File: config.mk
export PLATFORM = sky130hd
export DESIGN_NAME = tag_run_range_extractor_top_flat
export DESIGN_NICKNAME = d
export VERILOG_FILES = /design/src/rtl/trrx_pkg.sv /design/src/rtl/trrx_in_if.sv /design/src/rtl/trrx_out_if.sv /design/src/rtl/tag_run_range_extractor_top.sv /design/src/rtl/trrx_ctrl.sv /design/src/rtl/trrx_dp.sv /design/src/flat_wrapper.sv
export SDC_FILE = /design/constraint.sdc
export NUM_CORES = 2
export LEC_CHECK = 0
export BUFFER_PORTS_ARGS = -buffer_cell sky130_fd_sc_hd__buf_2
export CAP_MARGIN = 20
export CORE_MARGIN = 8
export CORE_UTILIZATION = 40
export CTS_CLUSTER_DIAMETER = 60
export DETAILED_ROUTE_END_ITERATION = 8
export PLACE_DENSITY = 0.59
export SYNTH_ARGS = -nofsm -noshare
export SYNTH_HDL_FRONTEND = slang
export SYNTH_SLANG_ARGS = --single-unit
File: constraint.sdc
create_clock -name clk -period 6.35 [get_ports clk]
set_clock_uncertainty 0.1 [all_clocks]
set_input_delay 0 -clock clk [delete_from_list [all_inputs] [get_ports clk]]
set_output_delay 0 -clock clk [all_outputs]
set_load 0.05 [all_outputs]
File: src/rtl/trrx_pkg.sv
// ----------------------------------------------------------------------------
// trrx_pkg
// Shared constants and types of the tag run range extractor.
// ----------------------------------------------------------------------------
package trrx_pkg;

	// number of tags the design is built for, 1 to 64
	localparam int TAG_COUNT = 32;

	localparam int HW_TAGS = 32;
	localparam int OFF_W   = 31;
	localparam int IDX_W   = 5;

	// tags above the width of the tag bitset are never present
	localparam int ACTIVE_TAGS = (TAG_COUNT > HW_TAGS) ? HW_TAGS : TAG_COUNT;

	localparam logic [HW_TAGS-1:0] ACTIVE_MASK = (ACTIVE_TAGS == HW_TAGS) ?
		{HW_TAGS{1'b1}} :
		HW_TAGS'((64'd1 << ACTIVE_TAGS) - 64'd1);

	typedef logic [HW_TAGS-1:0] tag_mask_t;
	typedef logic [OFF_W-1:0]   offset_t;
	typedef logic [IDX_W-1:0]   tag_idx_t;

	// controller to datapath
	typedef struct packed {
		logic load;
		logic emit;
	} trrx_cmd_t;

	// datapath to controller
	typedef struct packed {
		logic has_work;
		logic slot_free;
		logic last_pick;
	} trrx_stat_t;

endpackage

File: src/rtl/trrx_in_if.sv
// ----------------------------------------------------------------------------
// trrx_in_if
// Byte channel: offset, tag bitset and end-of-write mark.
// ----------------------------------------------------------------------------
interface trrx_in_if
	import trrx_pkg::*;
();
	logic      valid;
	logic      ready;
	offset_t   offset;
	tag_mask_t tag_bits;
	logic      last_byte;

	modport source (output valid, output offset, output tag_bits, output last_byte,
		input ready);
	modport sink (input valid, input offset, input tag_bits, input last_byte,
		output ready);
endinterface

File: src/rtl/trrx_out_if.sv
// ----------------------------------------------------------------------------
// trrx_out_if
// Range channel: tag, run start, run length and end-of-burst mark.
// ----------------------------------------------------------------------------
interface trrx_out_if
	import trrx_pkg::*;
();
	logic     valid;
	logic     ready;
	tag_idx_t tag_index;
	offset_t  range_start;
	offset_t  range_length;
	logic     end_of_burst;

	modport source (output valid, output tag_index, output range_start,
		output range_length, output end_of_burst, input ready);
	modport sink (input valid, input tag_index, input range_start,
		input range_length, input end_of_burst, output ready);
endinterface

File: src/rtl/tag_run_range_extractor_top.sv
// ----------------------------------------------------------------------------
// tag_run_range_extractor_top
// Turns a stream of tagged file bytes into per-tag ranges of consecutive bytes.
// ----------------------------------------------------------------------------
// channel  role    payload
// bytes    sink    offset[31], tag_bits[32], last_byte
// ranges   source  tag_index[5], range_start[31], range_length[31], end_of_burst
//
// a byte that ends no run is taken alone; after a byte that ends k runs its
// k ranges leave one per cycle through the output register while it is free
// the ranges of a byte go out closed runs first, then flushed runs, each by tag
// a stall on ranges holds the walk; the next byte is taken once the last range
// of the current byte sits in the output register
// reset clears all run and pending state; run start offsets need no reset
module tag_run_range_extractor_top
	import trrx_pkg::*;
(
	input  logic clk,
	input  logic arst_n,
	trrx_in_if.sink    bytes,
	trrx_out_if.source ranges
);

	trrx_cmd_t  cmd;
	trrx_stat_t stat;

	trrx_ctrl u_ctrl (
		.clk      (clk),
		.arst_n   (arst_n),
		.in_valid (bytes.valid),
		.in_ready (bytes.ready),
		.stat     (stat),
		.cmd      (cmd)
	);

	trrx_dp u_dp (
		.clk          (clk),
		.arst_n       (arst_n),
		.offset       (bytes.offset),
		.tag_bits     (bytes.tag_bits),
		.last_byte    (bytes.last_byte),
		.cmd          (cmd),
		.stat         (stat),
		.out_ready    (ranges.ready),
		.out_valid    (ranges.valid),
		.tag_index    (ranges.tag_index),
		.range_start  (ranges.range_start),
		.range_length (ranges.range_length),
		.end_of_burst (ranges.end_of_burst)
	);

endmodule

File: src/rtl/trrx_ctrl.sv
// ----------------------------------------------------------------------------
// trrx_ctrl
// Controller: takes a byte, then walks the ended runs one per cycle while the output register is free.
// ----------------------------------------------------------------------------
module trrx_ctrl
	import trrx_pkg::*;
(
	input  logic       clk,
	input  logic       arst_n,
	input  logic       in_valid,
	output logic       in_ready,
	input  trrx_stat_t stat,
	output trrx_cmd_t  cmd
);

	localparam logic ST_IDLE = 1'b0;
	localparam logic ST_SCAN = 1'b1;

	logic state_q;
	logic state_d;

	assign in_ready = (state_q == ST_IDLE);
	assign cmd.load = in_valid && in_ready;
	assign cmd.emit = (state_q == ST_SCAN) && stat.slot_free;

	always_comb begin
		state_d = state_q;
		case (state_q)
			ST_IDLE: begin
				if (cmd.load && stat.has_work)
					state_d = ST_SCAN;
			end
			ST_SCAN: begin
				if (cmd.emit && stat.last_pick)
					state_d = ST_IDLE;
			end
			default: state_d = ST_IDLE;
		endcase
	end

	always_ff @(posedge clk or negedge arst_n) begin
		if (!arst_n)
			state_q <= ST_IDLE;
		else
			state_q <= state_d;
	end

endmodule

File: src/rtl/trrx_dp.sv
// ----------------------------------------------------------------------------
// trrx_dp
// Datapath: per-tag run state, pending range masks and output register.
// ----------------------------------------------------------------------------
module trrx_dp
	import trrx_pkg::*;
(
	input  logic       clk,
	input  logic       arst_n,
	input  offset_t    offset,
	input  tag_mask_t  tag_bits,
	input  logic       last_byte,
	input  trrx_cmd_t  cmd,
	output trrx_stat_t stat,
	input  logic       out_ready,
	output logic       out_valid,
	output tag_idx_t   tag_index,
	output offset_t    range_start,
	output offset_t    range_length,
	output logic       end_of_burst
);

	tag_mask_t open_q;
	tag_mask_t close_q;
	tag_mask_t flush_q;
	offset_t   off_q;
	offset_t   begin_q [HW_TAGS];
	logic      out_valid_q;
	tag_idx_t  tag_q;
	offset_t   start_q;
	offset_t   len_q;
	logic      eob_q;

	tag_mask_t bits_act;
	tag_mask_t close_d;
	tag_mask_t flush_d;
	tag_mask_t starts;
	logic      use_close;
	tag_mask_t sel;
	tag_mask_t pick;
	tag_mask_t rest;
	tag_idx_t  idx;
	offset_t   end_off;

	assign bits_act = tag_bits & ACTIVE_MASK;
	assign close_d  = open_q & ~bits_act;
	assign flush_d  = last_byte ? bits_act : '0;
	assign starts   = bits_act & ~open_q;

	// closed runs go out before flushed runs, each in ascending tag order
	assign use_close = |close_q;
	assign sel       = use_close ? close_q : flush_q;
	assign pick      = sel & (~sel + tag_mask_t'(1));
	assign rest      = (close_q | flush_q) & ~pick;

	always_comb begin
		idx = '0;
		for (int j = HW_TAGS - 1; j >= 0; j--) begin
			if (sel[j])
				idx = IDX_W'(j);
		end
	end

	assign end_off  = use_close ? off_q : off_q + offset_t'(1);

	assign stat.has_work  = (|close_d) || (|flush_d);
	assign stat.slot_free = !out_valid_q || out_ready;
	assign stat.last_pick = (rest == '0);

	always_ff @(posedge clk or negedge arst_n) begin
		if (!arst_n) begin
			open_q      <= '0;
			close_q     <= '0;
			flush_q     <= '0;
			out_valid_q <= 1'b0;
		end else begin
			if (cmd.load) begin
				open_q  <= last_byte ? '0 : bits_act;
				close_q <= close_d;
				flush_q <= flush_d;
			end else if (cmd.emit) begin
				if (use_close)
					close_q <= close_q & ~pick;
				else
					flush_q <= flush_q & ~pick;
			end
			if (cmd.emit)
				out_valid_q <= 1'b1;
			else if (out_ready)
				out_valid_q <= 1'b0;
		end
	end

	always_ff @(posedge clk) begin
		if (cmd.load) begin
			off_q <= offset;
			for (int j = 0; j < HW_TAGS; j++) begin
				if (starts[j])
					begin_q[j] <= offset;
			end
		end
		if (cmd.emit) begin
			tag_q   <= idx;
			start_q <= begin_q[idx];
			len_q   <= end_off - begin_q[idx];
			eob_q   <= (rest == '0);
		end
	end

	assign out_valid    = out_valid_q;
	assign tag_index    = tag_q;
	assign range_start  = start_q;
	assign range_length = len_q;
	assign end_of_burst = eob_q;

endmodule

File: src/flat_wrapper.sv
// flat-port wrapper written by rule: the top's interface ports become plain ports
module tag_run_range_extractor_top_flat import trrx_pkg::*;
  (clk, arst_n, bytes_valid, bytes_offset, bytes_tag_bits, bytes_last_byte, bytes_ready, ranges_valid, ranges_tag_index, ranges_range_start, ranges_range_length, ranges_end_of_burst, ranges_ready);
  trrx_in_if bytes_i ();
  trrx_out_if ranges_i ();
  input  logic clk;
  input  logic arst_n;
  input wire logic [$bits(bytes_i.valid)-1:0] bytes_valid;
  input wire logic [$bits(bytes_i.offset)-1:0] bytes_offset;
  input wire logic [$bits(bytes_i.tag_bits)-1:0] bytes_tag_bits;
  input wire logic [$bits(bytes_i.last_byte)-1:0] bytes_last_byte;
  output wire logic [$bits(bytes_i.ready)-1:0] bytes_ready;
  output wire logic [$bits(ranges_i.valid)-1:0] ranges_valid;
  output wire logic [$bits(ranges_i.tag_index)-1:0] ranges_tag_index;
  output wire logic [$bits(ranges_i.range_start)-1:0] ranges_range_start;
  output wire logic [$bits(ranges_i.range_length)-1:0] ranges_range_length;
  output wire logic [$bits(ranges_i.end_of_burst)-1:0] ranges_end_of_burst;
  input wire logic [$bits(ranges_i.ready)-1:0] ranges_ready;
  assign bytes_i.valid = bytes_valid;
  assign bytes_i.offset = bytes_offset;
  assign bytes_i.tag_bits = bytes_tag_bits;
  assign bytes_i.last_byte = bytes_last_byte;
  assign bytes_ready = bytes_i.ready;
  assign ranges_valid = ranges_i.valid;
  assign ranges_tag_index = ranges_i.tag_index;
  assign ranges_range_start = ranges_i.range_start;
  assign ranges_range_length = ranges_i.range_length;
  assign ranges_end_of_burst = ranges_i.end_of_burst;
  assign ranges_i.ready = ranges_ready;
  tag_run_range_extractor_top u_core (.clk(clk), .arst_n(arst_n), .bytes(bytes_i), .ranges(ranges_i));
endmodule
# Yosys cells after proc, flatten, opt, wreduce, memory -nomap -nowiden
# Memories as Yosys holds them, arrays and structs flattened.
# Cells that the tools add are included.
op_classes:
  eq_ne: 1
  bitwise: 12
  reduce_logical: 16
  n_addsub: 3
  n_mux: 143
op_table:
  columns: ["op", "n"]
  rows:
  - ["two-way mux 32 bit", 9]
  - ["AND 32 bit", 6]
  - ["two-way mux 5 bit", 32]
  - ["NOT 32 bit", 4]
  - ["two-way mux 1 bit", 100]
  - ["OR reduction 32 bit", 3]
  - ["adder 32 x 1 -> 32 bit, second input constant", 1]
  - ["logical NOT 32 bit", 1]
  - ["bitwise OR 32 bit", 1]
  - ["adder 31 x 1 -> 31 bit, second input constant", 1]
  - ["two-way mux 31 bit", 1]
  - ["subtractor 31 bit", 1]
  - ["nonzero test 2 bit", 3]
  - ["logical AND 1 bit", 4]
  - ["AND reduction 2 bit", 2]
  - ["logical OR 1 bit", 2]
  - ["!= test 2 x 1 -> 1 bit, second input constant", 1]
  - ["case mux 1 bit (2 select lines)", 1]
  - ["logical NOT 1 bit", 1]
  - ["NOT 1 bit", 1]
totals:
  elab_cells: 186
  n_memories: 1
  reg_bits: 197
  out_inout_bits: 70
  ram_bits: 992
memory_table:
  columns: ["memory", "words", "width", "read_ports", "rd_ports_with_merged_regs", "wr", "line", "text"]
  rows:
  - ["u_core.u_dp.begin_q", 32, 31, 1, 0, 32, "trrx_dp.sv:27", "offset_t begin_q [HW_TAGS];"]

# Logic depth before layout (Yosys ltp)
# An unclocked memory read counts as a cell.
logic_depth:
  depth_word: 36
  mapped_depth: 29
  depth_no_buf: 24

# Hierarchy
# A second synthesis with hierarchy kept.
hier_totals:
  hier_cells: 3984
  area_unflattened_um2: 50664.8
by_module_without_submodules:
  columns: ["mod", "n_inst", "area_per_inst_um2", "cells_per_inst"]
  rows:
  - ["trrx_dp", 1, 50608.5, 3978]
  - ["trrx_ctrl", 1, 56.3, 6]

# Least setup slack after synthesis
# Ideal clock, no wire load.
synth_timing:
  path_type: "reg2reg"
  start: "register u_core.u_dp.close_q[9]"
  end: "register u_core.u_dp.len_q[29], in the netlist u_core.u_dp.range_length[29] (data pin)"
  path_buffers: 5
  stages_incl_launch_ff: 26
  slack_ns: -0.162
  arrival_time_ns: 6.157
  period_less_slack_ns: 6.512
  path_cell_list: "dfrtp_1 buf_6 nor4_4 nand4_2 buf_6 o31ai_1 o211ai_1 a31oi_2 buf_6 buf_8 buf_2 mux2_2 o21ai_0 o21ai_0 o221ai_1 ha_1 nor2b_1 o21a_1 o21ai_0 a211oi_1 o22ai_1 o21ai_0 a2111oi_0 nor4_1 or4b_1 and3_1"
synth_via:
  elab_chain_cells: 36
  word_cells_on_any_way: 37
  cone_classes: "1 x add/sub; 34 x mux; 1 x reduce/logical; 1 x memory"
synth_rtl:
  columns: ["item", "line", "text"]
  rows:
  - ["start: declaration", "trrx_dp.sv:24", "tag_mask_t close_q;"]
  - ["start signal: assignment", "trrx_dp.sv:79", "close_q <= close_d;"]
  - ["start signal: assignment", "trrx_dp.sv:83", "close_q <= close_q & ~pick;"]
  - ["OR reduction 32 bit", "trrx_dp.sv:51", "assign use_close = |close_q;"]
  - ["two-way mux 32 bit", "trrx_dp.sv:52", "assign sel = use_close ? close_q : flush_q;"]
  - ["two-way mux 5 bit (32 in a row)", "trrx_dp.sv:59", "if (sel[j])"]
  - ["memory read (32 x 31 bit)", null, null]
  - ["subtractor 31 bit (*)", "trrx_dp.sv:105", "len_q <= end_off - begin_q[idx];"]
  - ["end signal: assignment", "trrx_dp.sv:105", null]
  - ["end: declaration", "trrx_dp.sv:31", "offset_t len_q;"]
# Mark *: on every way between the ends. The rest lies on a longest branch, timed or not.
# A chain may end at the register's enable or synchronous reset.

# Worst setup path in the final report
layout_timing:
  start: "register u_core.u_dp.close_q[0]"
  end: "register u_core.u_dp.len_q[30], in the netlist u_core.u_dp.range_length[30] (data pin)"
# Same word-level chain as after synthesis.

==> metrics <==
synth unique cells 87; fraction of the mapped netlist area in adder cells 0.811%; via/cell ratio 5.64; RSZ-0062 raised after global routing yes; Residual DRC 0; ys async rst share 8.24%; WL per Instance 27.1 um; all-layer global routing usage 22.7%; cell area after layout 0.0644 mm2; Max Slew Vio Count 0; DIE AREA 0.141 mm2; Final Setup Violations 1; fmax 157 MHz; crit share post-route 101%; DIE HEIGHT 376 um; grt total ovfl 0; status complete, but fails checks; mean area per synthesized cell 14.3 um2; # clock sinks 1189; # nets final 4407; largest net degree at the start of global routing 66; Critical Path RT 6.76 ns; CTS Buf Count 132; Hold Fails Final Rpt 0; Worst EP arrival 6.79 ns; GPL Wtd Cong 0.936; 1st-iter DRT viols 3428; failing checks setup timing; Synth-to-Final Area Change 24.2%; area post-placement 0.0573 mm2; layout cells sized above 1 24.9%; CTS tree built; Vias 34700; sequential area share after synthesis 68.0%; Worst Hold Class in -> reg; mux contribution to synthesized area 11.3%; crit path buf inv count 7; CP Launch Type flip-flop; hold_ws 0.0678 ns; H-tree depth 4; CP top delay family compound AO/OA/AOI/OAI gates; Cells after DPL 5718; antenna viol nets, final 0; post-DP HPWL 96.7 mm; main flop type after synthesis edfxtp_1; synthesized cell area 0.0518 mm2; Yosys warning total 0; Critical Path Max Stage Delay 0.46 ns; cell row count 132; number of flops mapped to enable cells by yosys 1091; Worst Max-Slew Pin Slew 1.15 ns; Max Buffers Root-to-Sink 3; Synth Area in XOR/XNOR 0.930%; fin crit period 6.38 ns; post-synthesis compound-gate area fraction 7.47%; worst-path maximum fanout 29; IO Count 138; crit end category flip-flop; Max-Cap Viols 0; Worst Slack Setup Final -0.0326 ns; Syn Inst Count 3617; clk_lat worst skew 0.77 ns; DRT Pass-1 Iters 5; CP dominant cell by count buf_12; clock root buffer clkbuf_16; most frequent cells in the layout edfxtp_1, mux2i_1, buf_4; Core Region 0.129 mm2; syn_nets 3718; global-route wire length before repair 236 mm; Initial Util 40.2%; simple-gate share of the synthesized area 8.93%; Port Buffers 137; initial antenna violation count 7; chip width 376 um; Rel. slew slack 22.9%; Clock transition at path regs 0.06 ns; commonest non-fill, non-tap cell in the layout edfxtp_1; largest family of logic cells by synthesized area multiplexers; Post-Route WL 166 mm; vias in the first global route 33900; worst setup path class reg -> reg; Post-Layout Cell Count 6150; slowest CP cell or4b_1; Seq cells post-synth 1189
tightest hold or removal path, stage by stage:
cell and delay (ns):
dlygate4sd3_1 0.53, buf_2 0.20, nand3b_1 0.11, nand2_1 0.05
Yosys cell counts, types with 27 or more instances:
| cell | count | area (um2) |
|---|---|---|
| nand2b_1 | 27 | 169 |
| nor2_1 | 105 | 394 |
| nand2_1 | 414 | 1550 |
| a32oi_1 | 32 | 280 |
| inv_1 | 30 | 113 |
| buf_2 | 28 | 140 |
| buf_6 | 36 | 405 |
| o221ai_1 | 31 | 272 |
| xnor2_1 | 40 | 350 |
| ha_1 | 32 | 400 |
| clkbuf_1 | 106 | 398 |
| o21ai_0 | 250 | 1250 |
| edfxtp_1 | 1091 | 32800 |
| mux2_2 | 59 | 664 |
| mux2i_1 | 506 | 5060 |
| nor3_1 | 32 | 160 |
| a21oi_1 | 52 | 260 |
| dfrtp_1 | 98 | 2450 |
| nand3_1 | 169 | 846 |
| nand3b_1 | 34 | 255 |
| o221a_2 | 31 | 349 |
| o211ai_1 | 31 | 233 |
layout make-up:
type	count	area, um2
antenna	1	2.50
clock buffer	170	3530
clock inverter	65	596
fill	11000	64600
inverter	32	133
multi-input combinational	2185	16100
sequential	1189	35200
tap	1742	2180
timing repair buffer	766	6590
metrics by stage:
step	setup TNS, ns	utilization, %	setup WS, ns
after CTS	0	49.1	0.00405
after floorplan	0	-	0.00783
final	-0.0326	49.9	-0.0326
after global routing	-0.809	49.9	-0.194
after global placement	-4.21	44.5	-0.625
after detailed placement	-4.60	44.5	-0.665
repair_timing:
item                                   4_1_cts  5_1_grt
hold buffers                               112        0
pin swaps                                   22       53
endpoints found under the hold margin     1310        0
cloned                                       5        6
setup endpoints to repair                   14       12
resized for setup                           81       94
buffers inserted                            23       53
flip-flops by register name, summed over array words and instances (netlist names):
name / flops
u_core.u_dp.out_valid: 1
u_core.u_dp.close_q: 32
u_core.u_dp.range_start: 31
u_core.u_dp.end_of_burst: 1
u_core.u_dp.flush_q: 32
u_core.u_dp.tag_index: 5
u_core.u_dp.off_q: 31
u_core.u_dp.begin_q: 992
u_core.u_ctrl.state_q: 1
u_core.u_dp.open_q: 32
u_core.u_dp.range_length: 31
final timing paths:
kind                                   startpoint                            to  slack, ns  cells past startpoint
min in group asynchronous                  arst_n       u_core.u_dp.flush_q[15]       0.20                      4
max reg2reg                u_core.u_dp.close_q[0]  u_core.u_dp.range_length[30]      -0.03                     26
max in group asynchronous                  arst_n       u_core.u_dp.close_q[14]       5.16                      4
min reg2reg                u_core.u_dp.open_q[30]        u_core.u_dp.open_q[30]       0.41                      2
max                        u_core.u_dp.close_q[0]  u_core.u_dp.range_length[30]      -0.03                     26
min                            bytes_tag_bits[14]        u_core.u_dp.open_q[14]       0.07                      4
kinds of logic after synthesis:
| kind of cell | count (synthesis) |
|---|---|
| xor gates and xnor gates | 55 |
| AOI/OAI and AO/OA | 582 |
| muxes | 571 |
| and+or+nand+nor | 944 |
| buffers and inverters | 243 |
| DFF | 1189 |
| adders and majority gates | 33 |
metal layers:
layer  GRT usage, %  vias up  wire length [um]
li1               -    15300                 -
met1           30.3    17600             69200
met2           37.5     1416             80200
met3           3.89      271             11400
met4           7.65        4              5510
met5              0        -                27
Power is not shown: default switching activity piles up to over one toggle a cycle in this logic, so the estimate is an artifact.
